$ cat config.mk
export PLATFORM = sky130hd
export DESIGN_NAME = ascii_command_line_parser
export DESIGN_NICKNAME = d
export VERILOG_FILES = /design/src/rtl/core/aclp_pkg.sv /design/src/rtl/core/aclp_fifo.sv /design/src/rtl/core/aclp_front.sv /design/src/rtl/core/aclp_back.sv /design/src/rtl/core/ascii_command_line_parser.sv
export SDC_FILE = /design/constraint.sdc
export NUM_CORES = 1
export LEC_CHECK = 0
export BUFFER_PORTS_ARGS = -buffer_cell sky130_fd_sc_hd__buf_2
export CAP_MARGIN = 20
export CORE_ASPECT_RATIO = 0.7
export CORE_MARGIN = 2
export CORE_UTILIZATION = 64
export CTS_BUF_LIST = sky130_fd_sc_hd__clkbuf_8
export DETAILED_ROUTE_END_ITERATION = 10
export PLACE_DENSITY = 0.92
export REMOVE_ABC_BUFFERS = 1
export SYNTH_ARGS = -nofsm -noshare
export SYNTH_HDL_FRONTEND = slang
export SYNTH_HIERARCHICAL = 1
export SYNTH_SLANG_ARGS = --single-unit
$ cat constraint.sdc
create_clock -name clk -period 7.4 [get_ports clk]
set_clock_uncertainty 0.1 [all_clocks]
set_input_delay 0.37 -clock clk [delete_from_list [all_inputs] [get_ports clk]]
set_output_delay 0.37 -clock clk [all_outputs]
set_load 0.05 [all_outputs]
$ cat src/rtl/core/aclp_pkg.sv
// Shared types and constants of the command line parser.
`timescale 1ns / 1ps
package aclp_pkg;

  localparam int LINE_LEN_DEF   = 32;
  localparam int MAX_PARAMS_DEF = 8;
  localparam int CMD_CHARS_DEF  = 8;

  // Parameter counts up to sixteen fit in this width.
  localparam int TOTAL_W = 5;

  localparam logic [7:0] CH_CR    = 8'h0d;
  localparam logic [7:0] CH_SP    = 8'h20;
  localparam logic [7:0] CH_TAB   = 8'h09;
  localparam logic [7:0] CH_COMMA = 8'h2c;
  localparam logic [7:0] CH_MINUS = 8'h2d;
  localparam logic [7:0] CH_LOW_A = 8'h61;
  localparam logic [7:0] CH_LOW_Z = 8'h7a;
  localparam logic [7:0] CH_ZERO  = 8'h30;
  localparam logic [7:0] CH_NINE  = 8'h39;
  localparam logic [7:0] CASE_BIT = 8'h20;

  // One finished line as handed from the parser to the result stage.
  typedef struct packed {
    logic               ok;
    logic [63:0]        text;
    logic [4:0]         len;
    logic [TOTAL_W-1:0] total;
  } hdr_t;

endpackage

$ cat src/rtl/core/aclp_fifo.sv
// Small register FIFO used between the parser and the result stage.
`timescale 1ns / 1ps
module aclp_fifo #(
  parameter int WIDTH = 32,
  parameter int DEPTH = 2
) (
  input  logic             clk,
  input  logic             rst_n,
  input  logic             push,
  input  logic [WIDTH-1:0] din,
  input  logic             pop,
  output logic [WIDTH-1:0] dout,
  output logic             full,
  output logic             empty
);

  localparam int IDX_W = (DEPTH > 1) ? $clog2(DEPTH) : 1;
  localparam int CNT_W = $clog2(DEPTH + 1);
  localparam logic [IDX_W-1:0] IDX_LAST = IDX_W'(DEPTH - 1);
  localparam logic [CNT_W-1:0] CNT_FULL = CNT_W'(DEPTH);

  logic [WIDTH-1:0] mem_r [DEPTH];
  logic [IDX_W-1:0] wr_r, wr_nxt, rd_r, rd_nxt;
  logic [CNT_W-1:0] cnt_r, cnt_nxt;

  assign full  = (cnt_r == CNT_FULL);
  assign empty = (cnt_r == '0);
  assign dout  = mem_r[rd_r];

  always_comb begin
    wr_nxt  = wr_r;
    rd_nxt  = rd_r;
    cnt_nxt = cnt_r;
    if (push) begin
      wr_nxt = (wr_r == IDX_LAST) ? '0 : wr_r + 1'b1;
    end
    if (pop) begin
      rd_nxt = (rd_r == IDX_LAST) ? '0 : rd_r + 1'b1;
    end
    if (push && !pop) begin
      cnt_nxt = cnt_r + 1'b1;
    end else if (pop && !push) begin
      cnt_nxt = cnt_r - 1'b1;
    end
  end

  always_ff @(posedge clk) begin
    if (!rst_n) begin
      wr_r  <= '0;
      rd_r  <= '0;
      cnt_r <= '0;
    end else begin
      wr_r  <= wr_nxt;
      rd_r  <= rd_nxt;
      cnt_r <= cnt_nxt;
    end
  end

  always_ff @(posedge clk) begin
    if (push) begin
      mem_r[wr_r] <= din;
    end
  end

endmodule

$ cat src/rtl/core/aclp_front.sv
// Byte parser: tracks the command word and parameters of the current line.
`timescale 1ns / 1ps
module aclp_front #(
  parameter int LINE_LEN   = aclp_pkg::LINE_LEN_DEF,
  parameter int MAX_PARAMS = aclp_pkg::MAX_PARAMS_DEF,
  parameter int CMD_CHARS  = aclp_pkg::CMD_CHARS_DEF
) (
  input  logic                clk,
  input  logic                rst_n,
  input  logic                take,
  input  logic [7:0]          rx_byte,
  output logic                par_push,
  output logic [31:0]         par_value,
  output logic                hdr_push,
  output aclp_pkg::hdr_t      hdr
);

  localparam int POS_W = $clog2(LINE_LEN);
  localparam logic [POS_W-1:0] POS_LAST = POS_W'(LINE_LEN - 1);
  localparam logic [aclp_pkg::TOTAL_W-1:0] TOTAL_MAX = aclp_pkg::TOTAL_W'(MAX_PARAMS);

  localparam logic [1:0] PH_CMD   = 2'd0;
  localparam logic [1:0] PH_PARAM = 2'd1;
  localparam logic [1:0] PH_STOP  = 2'd2;
  localparam logic [1:0] PH_BAD   = 2'd3;

  logic [POS_W-1:0]              pos_r, pos_nxt;
  logic [1:0]                    phase_r, phase_nxt;
  logic [63:0]                   letters_r, letters_nxt;
  logic [4:0]                    len_r, len_nxt;
  logic [31:0]                   acc_r, acc_nxt;
  logic                          neg_r, neg_nxt;
  logic                          started_r, started_nxt;
  logic [aclp_pkg::TOTAL_W-1:0]  total_r, total_nxt;

  logic [7:0] low;
  logic       blank, is_digit, is_letter;

  assign low       = rx_byte | aclp_pkg::CASE_BIT;
  assign blank     = (rx_byte == aclp_pkg::CH_SP) || (rx_byte == aclp_pkg::CH_TAB);
  assign is_digit  = (rx_byte >= aclp_pkg::CH_ZERO) && (rx_byte <= aclp_pkg::CH_NINE);
  assign is_letter = (low >= aclp_pkg::CH_LOW_A) && (low <= aclp_pkg::CH_LOW_Z);

  always_comb begin
    pos_nxt     = pos_r;
    phase_nxt   = phase_r;
    letters_nxt = letters_r;
    len_nxt     = len_r;
    acc_nxt     = acc_r;
    neg_nxt     = neg_r;
    started_nxt = started_r;
    total_nxt   = total_r;
    par_push    = 1'b0;
    par_value   = neg_r ? (32'd0 - acc_r) : acc_r;
    hdr_push    = 1'b0;
    hdr         = '0;

    if (take) begin
      if (pos_r != POS_LAST) begin
        pos_nxt = pos_r + 1'b1;
        unique case (phase_r)
          PH_CMD: begin
            priority if (len_r == '0 && blank) begin
              // Leading blanks before the command word are skipped.
            end else if (rx_byte == aclp_pkg::CH_SP || rx_byte == aclp_pkg::CH_COMMA ||
                         rx_byte == aclp_pkg::CH_CR) begin
              if (len_r == '0) begin
                phase_nxt = PH_BAD;
              end else begin
                phase_nxt = (rx_byte == aclp_pkg::CH_SP) ? PH_PARAM : PH_STOP;
              end
            end else if (is_letter) begin
              for (int k = 0; k < CMD_CHARS; k++) begin
                if (len_r == 5'(k)) begin
                  letters_nxt[k*8 +: 8] = low;
                end
              end
              if (len_r != 5'd31) begin
                len_nxt = len_r + 1'b1;
              end
            end else begin
              phase_nxt = PH_BAD;
            end
          end
          PH_PARAM: begin
            priority if (!started_r && blank) begin
              // Blanks before a parameter are skipped.
            end else if (!started_r && rx_byte == aclp_pkg::CH_MINUS) begin
              neg_nxt     = 1'b1;
              started_nxt = 1'b1;
            end else if (is_digit) begin
              // Multiply by ten as two shifts and an add, wrapping at 32 bits.
              acc_nxt     = {acc_r[28:0], 3'b000} + {acc_r[30:0], 1'b0} +
                            {28'd0, rx_byte[3:0]};
              started_nxt = 1'b1;
            end else if ((rx_byte == aclp_pkg::CH_COMMA || rx_byte == aclp_pkg::CH_CR) &&
                         started_r) begin
              par_push    = 1'b1;
              total_nxt   = total_r + 1'b1;
              acc_nxt     = '0;
              neg_nxt     = 1'b0;
              started_nxt = 1'b0;
              if (total_r + 1'b1 >= TOTAL_MAX) begin
                phase_nxt = PH_STOP;
              end
            end else begin
              phase_nxt = PH_STOP;
            end
          end
          PH_STOP: begin
          end
          PH_BAD: begin
          end
        endcase
      end

      if (rx_byte == aclp_pkg::CH_CR) begin
        hdr_push = 1'b1;
        if (phase_nxt == PH_PARAM || phase_nxt == PH_STOP) begin
          hdr.ok    = 1'b1;
          hdr.text  = letters_nxt;
          hdr.len   = len_nxt;
          hdr.total = total_nxt;
        end
        pos_nxt     = '0;
        phase_nxt   = PH_CMD;
        letters_nxt = '0;
        len_nxt     = '0;
        acc_nxt     = '0;
        neg_nxt     = 1'b0;
        started_nxt = 1'b0;
        total_nxt   = '0;
      end
    end
  end

  always_ff @(posedge clk) begin
    if (!rst_n) begin
      pos_r     <= '0;
      phase_r   <= PH_CMD;
      letters_r <= '0;
      len_r     <= '0;
      acc_r     <= '0;
      neg_r     <= 1'b0;
      started_r <= 1'b0;
      total_r   <= '0;
    end else begin
      pos_r     <= pos_nxt;
      phase_r   <= phase_nxt;
      letters_r <= letters_nxt;
      len_r     <= len_nxt;
      acc_r     <= acc_nxt;
      neg_r     <= neg_nxt;
      started_r <= started_nxt;
      total_r   <= total_nxt;
    end
  end

endmodule

$ cat src/rtl/core/aclp_back.sv
// Result stage: one result per unstalled cycle from queued lines and parameters.
`timescale 1ns / 1ps
module aclp_back (
  input  logic                clk,
  input  logic                rst_n,
  input  aclp_pkg::hdr_t      hdr,
  input  logic                hdr_empty,
  output logic                hdr_pop,
  input  logic [31:0]         par_value,
  input  logic                par_empty,
  output logic                par_pop,
  output logic                out_valid,
  input  logic                out_ready,
  output logic                out_line_ok,
  output logic [63:0]         out_cmd_text,
  output logic [4:0]          out_cmd_len,
  output logic [3:0]          out_param_count,
  output logic                out_has_param,
  output logic [2:0]          out_param_index,
  output logic signed [31:0]  out_param_value,
  output logic                out_last
);

  localparam int TW = aclp_pkg::TOTAL_W;

  logic          valid_r, valid_nxt;
  logic          ok_r, ok_nxt;
  logic [63:0]   text_r, text_nxt;
  logic [4:0]    len_r, len_nxt;
  logic [TW-1:0] count_r, count_nxt;
  logic          has_r, has_nxt;
  logic [TW-1:0] idx_r, idx_nxt;
  logic [31:0]   value_r, value_nxt;
  logic          last_r, last_nxt;
  logic [TW-1:0] rem_r, rem_nxt;
  logic          load;

  // The output register refills whenever it is empty or its result transfers.
  assign load = !valid_r || out_ready;

  always_comb begin
    valid_nxt = valid_r;
    ok_nxt    = ok_r;
    text_nxt  = text_r;
    len_nxt   = len_r;
    count_nxt = count_r;
    has_nxt   = has_r;
    idx_nxt   = idx_r;
    value_nxt = value_r;
    last_nxt  = last_r;
    rem_nxt   = rem_r;
    hdr_pop   = 1'b0;
    par_pop   = 1'b0;

    if (load) begin
      priority if (rem_r != '0) begin
        // Parameters are queued no later than their header, so are present.
        valid_nxt = !par_empty;
        if (!par_empty) begin
          par_pop   = 1'b1;
          has_nxt   = 1'b1;
          idx_nxt   = has_r ? idx_r + 1'b1 : '0;
          value_nxt = par_value;
          last_nxt  = (rem_r == TW'(1));
          rem_nxt   = rem_r - 1'b1;
        end
      end else if (!hdr_empty) begin
        hdr_pop   = 1'b1;
        valid_nxt = 1'b1;
        ok_nxt    = hdr.ok;
        text_nxt  = hdr.text;
        len_nxt   = hdr.len;
        count_nxt = hdr.total;
        has_nxt   = 1'b0;
        idx_nxt   = '0;
        value_nxt = '0;
        last_nxt  = (hdr.total == '0);
        rem_nxt   = hdr.total;
      end else begin
        valid_nxt = 1'b0;
      end
    end
  end

  always_ff @(posedge clk) begin
    if (!rst_n) begin
      valid_r <= 1'b0;
      rem_r   <= '0;
      has_r   <= 1'b0;
    end else begin
      valid_r <= valid_nxt;
      rem_r   <= rem_nxt;
      has_r   <= has_nxt;
    end
  end

  always_ff @(posedge clk) begin
    ok_r    <= ok_nxt;
    text_r  <= text_nxt;
    len_r   <= len_nxt;
    count_r <= count_nxt;
    idx_r   <= idx_nxt;
    value_r <= value_nxt;
    last_r  <= last_nxt;
  end

  assign out_valid       = valid_r;
  assign out_line_ok     = ok_r;
  assign out_cmd_text    = text_r;
  assign out_cmd_len     = len_r;
  assign out_param_count = count_r[3:0];
  assign out_has_param   = has_r;
  assign out_param_index = idx_r[2:0];
  assign out_param_value = value_r;
  assign out_last        = last_r;

endmodule

$ cat src/rtl/core/ascii_command_line_parser.sv
// Top level of the ASCII command line parser.
// The parser takes one received byte per cycle: a byte is accepted whenever both
// internal queues have room, and its parsing (letter folding, a multiply by ten
// and add for digits) finishes in that cycle. On a carriage return the parsed
// line is queued; the result stage then emits the header and each parameter,
// one result per cycle while out_ready is high, so a parsed line with N
// parameters gives N+1 results. Parameters are queued as they complete (queue
// depth 2*MAX_PARAMS) and headers in a two-entry queue; the byte input stalls
// only when one of them is full. The first LINE_LEN-1 bytes of a line are
// parsed, later ones are ignored until the carriage return. A failed line
// gives a single result with last set and all other fields zero.
`timescale 1ns / 1ps
module ascii_command_line_parser #(
  parameter int LINE_LEN   = aclp_pkg::LINE_LEN_DEF,
  parameter int MAX_PARAMS = aclp_pkg::MAX_PARAMS_DEF,
  parameter int CMD_CHARS  = aclp_pkg::CMD_CHARS_DEF
) (
  input  logic               clk,
  input  logic               rst_n,
  input  logic               in_valid,
  output logic               in_ready,
  input  logic [7:0]         in_rx_byte,
  output logic               out_valid,
  input  logic               out_ready,
  output logic               out_line_ok,
  output logic [63:0]        out_cmd_text,
  output logic [4:0]         out_cmd_len,
  output logic [3:0]         out_param_count,
  output logic               out_has_param,
  output logic [2:0]         out_param_index,
  output logic signed [31:0] out_param_value,
  output logic               out_last
);

  localparam int HDR_W = $bits(aclp_pkg::hdr_t);

  logic           take;
  logic           par_push, par_pop, par_full, par_empty;
  logic [31:0]    par_din, par_dout;
  logic           hdr_push, hdr_pop, hdr_full, hdr_empty;
  aclp_pkg::hdr_t hdr_din, hdr_dout;
  logic [HDR_W-1:0] hdr_raw;

  assign in_ready = !par_full && !hdr_full;
  assign take     = in_valid && in_ready;
  assign hdr_dout = aclp_pkg::hdr_t'(hdr_raw);

  aclp_front #(
    .LINE_LEN   (LINE_LEN),
    .MAX_PARAMS (MAX_PARAMS),
    .CMD_CHARS  (CMD_CHARS)
  ) u_front (
    .clk       (clk),
    .rst_n     (rst_n),
    .take      (take),
    .rx_byte   (in_rx_byte),
    .par_push  (par_push),
    .par_value (par_din),
    .hdr_push  (hdr_push),
    .hdr       (hdr_din)
  );

  aclp_fifo #(
    .WIDTH (32),
    .DEPTH (2 * MAX_PARAMS)
  ) u_par_q (
    .clk   (clk),
    .rst_n (rst_n),
    .push  (par_push),
    .din   (par_din),
    .pop   (par_pop),
    .dout  (par_dout),
    .full  (par_full),
    .empty (par_empty)
  );

  aclp_fifo #(
    .WIDTH (HDR_W),
    .DEPTH (2)
  ) u_hdr_q (
    .clk   (clk),
    .rst_n (rst_n),
    .push  (hdr_push),
    .din   (HDR_W'(hdr_din)),
    .pop   (hdr_pop),
    .dout  (hdr_raw),
    .full  (hdr_full),
    .empty (hdr_empty)
  );

  aclp_back u_back (
    .clk             (clk),
    .rst_n           (rst_n),
    .hdr             (hdr_dout),
    .hdr_empty       (hdr_empty),
    .hdr_pop         (hdr_pop),
    .par_value       (par_dout),
    .par_empty       (par_empty),
    .par_pop         (par_pop),
    .out_valid       (out_valid),
    .out_ready       (out_ready),
    .out_line_ok     (out_line_ok),
    .out_cmd_text    (out_cmd_text),
    .out_cmd_len     (out_cmd_len),
    .out_param_count (out_param_count),
    .out_has_param   (out_has_param),
    .out_param_index (out_param_index),
    .out_param_value (out_param_value),
    .out_last        (out_last)
  );

endmodule

# Word-level counts from Yosys, hierarchy flattened
# Memories as Yosys holds them, arrays and structs flattened. A register that Yosys moved wholly into a read port is not among the register bits.
# Index checks and enable logic that the tools add are counted.
# word_totals
ff_bits	251
ramBits	662
input_bits	12
out_inout_bits	113
word_cells	238
mem_count	2
# memory_table
name	depth	word_bits	read_ports	rd_clocked_by_memory_dff	write_ports	line	text
u_par_q.mem_r	16	32	1	1	1	aclp_fifo.sv:22	logic [WIDTH-1:0] mem_r [DEPTH];
u_hdr_q.mem_r	2	75	1	1	1	aclp_fifo.sv:22	
# classes
n_addsub	16
n_lt_le_gt_ge	5
n_eq_ne	27
muxes	116
bitwise_logic	2
reduce_logical	46
# op_table
op	count
64-bit 2-to-1 mux	6
32-bit 2-to-1 mux	11
75-bit 2-to-1 mux	3
5-bit 2-to-1 mux	25
8-bit 2-to-1 mux	8
1-bit 2-to-1 mux	43
32-bit adder	1
32-bit by 4-bit adder with 32-bit output	1
1-bit by 32-bit subtractor with 32-bit output (first input constant)	1
2-bit 2-to-1 mux	15
5-bit by 1-bit adder with 5-bit output (second input constant)	5
8-bit by 6-bit == test with 1-bit output (second input constant)	3
5-bit by 3-bit == test with 1-bit output (second input constant)	4
8-bit by 4-bit == test with 1-bit output (second input constant)	2
4-bit 2-to-1 mux	4
5-bit zero test	3
1-bit logical AND	12
6-bit AND reduction	2
5-bit by 1-bit == test with 1-bit output (second input constant)	2
5-bit by 2-bit == test with 1-bit output (second input constant)	2
5-bit inequality test (second input constant)	2
5-bit by 1-bit subtractor with 5-bit output (second input constant)	2
1-bit zero test	9
4-bit by 1-bit adder with 4-bit output (second input constant)	2
25 further kinds	44

# Longest topological paths before layout
# logic_depth
ltp_word	15
depth_mapped	13
ltp_nobuf	13

# By module
# Netlist, hierarchy kept.
# by_module_without_submodules
module	n_inst	cells_per_inst	area_each_um2	seq_area_each_um2
aclp_fifo (u_par_q)	1	891	20043.0	15715.1
aclp_front	1	1045	8259.2	2302.2
aclp_fifo (u_hdr_q)	1	255	5641.7	4604.4
aclp_back	1	209	4051.4	3443.3
ascii_command_line_parser	1	2	16.3	0.0

# Worst setup path before layout
# OpenSTA, ideal clock, no wires.
# synth_timing
path_kind	input port to flip-flop
start	input port in_rx_byte[4]
end	memory u_hdr_q/mem_r[0][0] (netlist name), enable pin
setup_ns	0.518
arrival_ns	5.032
required_time_ns	6.782
slack_ns	1.750
path_stages	6
path_buffers	1
cell_sequence	clkbuf_1 > nor3_1 > nand2_1 > or3_1 > inv_1 > nor2b_1
# synth_between
elab_chain_cells	5
# synth_rtl
item	line	text
start: declaration	ascii_command_line_parser.sv:22	input logic [7:0] in_rx_byte,
8-bit by 4-bit == test with 1-bit output	aclp_front.sv:117	if (rx_byte == aclp_pkg::CH_CR) begin
1-bit 2-to-1 mux	aclp_front.sv:117	
1-bit 2-to-1 mux	aclp_front.sv:58	if (take) begin
via hdr_push	ascii_command_line_parser.sv:40	logic hdr_push, hdr_pop, hdr_full, hdr_empty;
1-bit 2-to-1 mux	aclp_fifo.sv:60	if (push) begin
1-bit 2-to-1 mux (implied by the code)	aclp_fifo.sv:61	mem_r[wr_r] <= din;
end: declaration	aclp_fifo.sv:22	
# The timed path passes the listed nets, and every way through them passes these cells.

# Worst setup path in the final report
# layout_timing
start	register u_front.acc_r[0]
end	register u_front.acc_r[29]
# layout_between
elab_chain_cells	8
# layout_rtl
item	line	text
start: declaration	aclp_front.sv:31	logic [31:0] acc_r, acc_nxt;
start signal: assignment	aclp_front.sv:152	acc_r <= acc_nxt;
32-bit adder	aclp_front.sv:93	acc_nxt = {acc_r[28:0], 3'b000} + {acc_r[30:0], 1'b0} +
32-bit by 4-bit adder with 32-bit output	aclp_front.sv:93	
32-bit 2-to-1 mux	aclp_front.sv:91	end else if (is_digit) begin
32-bit 2-to-1 mux	aclp_front.sv:88	end else if (!started_r && rx_byte == aclp_pkg::CH_MINUS) begin
32-bit 2-to-1 mux	aclp_front.sv:86	priority if (!started_r && blank) begin
32-bit 2-to-1 mux	aclp_front.sv:61	unique case (phase_r)
32-bit 2-to-1 mux	aclp_front.sv:59	if (pos_r != POS_LAST) begin
32-bit 2-to-1 mux	aclp_front.sv:117	
# No other way between the ends. The select of a mux whose other input is x is not followed.
# A chain may end at the register's enable or synchronous reset.

==> out/qor.txt <==
worst min-delay path category -> in2reg
Hold Crit Depth -> 3
GR Layer Usage met3 -> 6.93%
WL final -> 90400 µm
Final ANT Viol Nets -> 0
reg-to-reg endpoint -> u_front/acc_r[29]$_SDFFE_PN0P_
min-delay src -> in_rx_byte[0]
Clock Path Buffers -> 3
ratio of cells with drive above 1 in the final layout -> 22.2%
R2R depth -> 9
crit path max fanout -> 21
register area share after synthesis -> 68.6%
biggest area consumer among synthesized cells -> edfxtp_1
synthesis-to-layout area growth -> 10.3%
Synth area leaders -> edfxtp_1 (61%), dfxtp_1 (7.6%), mux4_2 (7.6%), ha_1 (2.7%), mux2_2 (2.3%)
Die Wd -> 295 µm
TritonRoute pass-1 iters -> 6
DR vias -> 23300
CTS Buf Count -> 132
most instantiated library cell after synthesis -> edfxtp_1
grt total ovfl -> 0
slew margin rel. -> 24.4%
crit end category -> flip-flop
Worst-Margin Slew -> 1.13 ns
Final Critical Period -> 4.16 ns
most numerous cell on the critical path -> o21ai_0
CP Launch Type -> flip-flop
Setup TNS Final -> 0 ns
count of different cell masters after synthesis -> 77
Crit Path Category -> reg2reg
Initial Util -> 65.0%
status -> completed
final net count -> 2678
initial antenna violation count -> 0
worst reg2reg startpoint -> u_front/acc_r[0]$_SDFFE_PN0P_
fin crit share -> 56.3%
detailed-route DRC error count -> 0
root buffer cell -> clkbuf_8
mapped cell area -> 38000 µm²
Worst-path clk slew -> 0.06 ns
number of buffers inserted by port buffering -> 124
vias in the first global route -> 23300
core outline area -> 58500 µm²
FILL cells -> 3254
synthesized flop and latch total -> 916
Worst-Skew Late Latency -> 0.74 ns
Crit path largest cell delay -> 0.82 ns
FF-to-FF setup slack -> 3.24 ns
final hold vios -> 0
maxcap violations -> 0
crit-path cells -> fa_1, ha_1, a211oi_1, o21ai_0, a31oi_1, o311ai_0, a221oi_1, xor2_1, o21ai_0
die area -> 61400 µm²
met2 usage -> 46.3%
ys async rst share -> 0%
Fmax achieved -> 240 MHz
H-tree depth -> 4
static leakage -> 15.3 nW
top cells by count, synth -> edfxtp_1 (772), nor2_1 (154), dfxtp_1 (144)
clk sinks -> 916
worst path required time -> 7.87 ns
syn avg cell area -> 15.8 µm²
die height -> 208 µm
Ports -> 125
endpoints failing setup -> 0
area share of the largest cell type after synthesis -> 61.0%
PD cells -> 277 nW/µm²
TritonCTS clock tree -> built
GRT Overall Usage -> 29.5%
Synth Instances -> 2402
largest net degree at the start of global routing -> 76
# rows -> 74
CTS resizes -> 0
Worst Path Arrival -> 4.63 ns
final setup margin -> 3.24 ns
dpl hpwl -> 54500 µm
Yosys warning count -> 6
Most used DFF post-synth -> edfxtp_1
minimum setup slack after placement -> 3.00 ns
Slew Limit Fails -> 0
GP Congestion -> 0.862
hold endpoint -> u_front/acc_r[0]$_SDFFE_PN0P_
vias per cell -> 6.69
number of enable flip-flop cells after synthesis -> 772
routed len/inst -> 26.0 µm
GR Util met1 -> 40.9%
Iteration-0 DRC Markers -> 3507
Top Usage Layer GRT -> met2
VDD IR max -> 0.000168 V
first-pass GRT wire length -> 137000 µm
RSZ-0062 raised after global routing -> no
crit path max-delay cell type -> dfxtp_1
registers in the layout, summed over array words and instances (netlist names), 32 cells and up, named ones only:
signal                  flops
u_front/acc_r              32
u_par_q/mem_r             512
u_front/letters_r          64
u_back/out_cmd_text        64
u_hdr_q/mem_r             150
u_back/out_param_value     32
worst max-delay path, delay by kind of cell, from the launching register on:
family	cells	cell delay (ns)
XOR/XNOR	1	0.17
AO/OA/AOI/OAI	6	2.02
flip-flops	1	0.82
adder cells (fa/ha/maj)	2	0.91
metal layers:
metal | vias up | share of wire, %
li1 | 9721 | -
met1 | 11500 | 37
met2 | 1765 | 48
met3 | 266 | 11
met4 | 0 | 3.2
met5 | - | 0
per-stage QoR:
| step | hold WS [ns] | cells | cell area (µm²) | total power, mW | util, % |
|---|---|---|---|---|---|
| 3_5_place_dp | 0.322 | 3235 | 39400 | 8.00 | 67.4 |
| 5_1_grt | 0.130 | 3479 | 41900 | 12.0 | 71.7 |
| 6_report | 0.157 | 3480 | 41900 | 11.6 | 71.7 |
| 4_1_cts | 0.0997 | 3470 | 41800 | 11.6 | 71.5 |
| 3_3_place_gp | 0.318 | 3233 | 39400 | 7.93 | 67.3 |
| 2_1_floorplan | 0.310 | 2273 | 37400 | 7.54 | - |
cell families after synthesis:
kind of cell,after synthesis,share of synthesized area (%)
flops,916,68.6
xor+xnor,73,1.68
compound gates,361,6.48
simple gates,552,7.34
fa+ha+maj,84,2.82
buf+inv,161,1.92
mux,255,11.2
timing repair:
| item | in CTS | in global routing |
|---|---|---|
| hold buffers | 2 | 0 |
| endpoints found under the hold margin | 2 | 0 |
| buffers inserted | 0 | 0 |
cell type report:
class,count,area [µm²],share of cell area (%)
inverter,32,121,0.289
tap,798,998,2.38
sequential,916,26100,62.2
clock inverter,90,415,0.990
clock buffer,143,1970,4.69
antenna,1,2.50,0.00597
timing repair buffer,175,1050,2.50
multi-input combinational,1325,11300,27.0
worst max-delay path by stage:
stage / startpoint / endpoint / slack (ns) / cells past startpoint
finish: u_front/acc_r[0]$_SDFFE_PN0P_ / u_front/acc_r[29]$_SDFFE_PN0P_ / 3.24 / 9
global route: u_front/acc_r[0]$_SDFFE_PN0P_ / u_front/acc_r[29]$_SDFFE_PN0P_ / 3.08 / 9
CTS: u_hdr_q/cnt_r[0]$_SDFFE_PN0P_ / u_par_q/mem_r[5][19]$_DFFE_PP_ / 2.92 / 8
detailed placement: u_hdr_q/cnt_r[0]$_SDFFE_PN0P_ / u_par_q/mem_r[5][26]$_DFFE_PP_ / 3.00 / 8
global placement: u_hdr_q/cnt_r[0]$_SDFFE_PN0P_ / u_par_q/cnt_r[3]$_SDFFE_PN0P_ / 3.22 / 12
floorplan: u_hdr_q/cnt_r[0]$_SDFFE_PN0P_ / u_hdr_q/mem_r[0][0]$_DFFE_PP_ / 0.68 / 6
power breakdown:
part           internal [mW]  leakage, nW  switching, mW
clock network           1.82         1.42           1.86
registers               5.84         9.00          0.199
logic                  0.562         4.85           1.34
placed cells by master (no fill, tap or decap), types with 16 or more instances in the layout:
cell type	instances
xor2_1	18
inv_1	87
nor3_1	18
edfxtp_1	772
a32o_1	21
xnor2_1	51
o22ai_1	20
and3_1	21
nand2_1	141
nor2b_1	35
and2_2	16
mux2i_1	48
a21oi_1	73
buf_2	123
mux2_2	79
nand3_1	22
nor2_1	153
buf_4	46
dfxtp_1	141
clkbuf_8	143
a22oi_1	80
and2_1	50
o21ai_0	69
ha_1	81
mux4_2	128
Power figures use the tool's default switching activity.
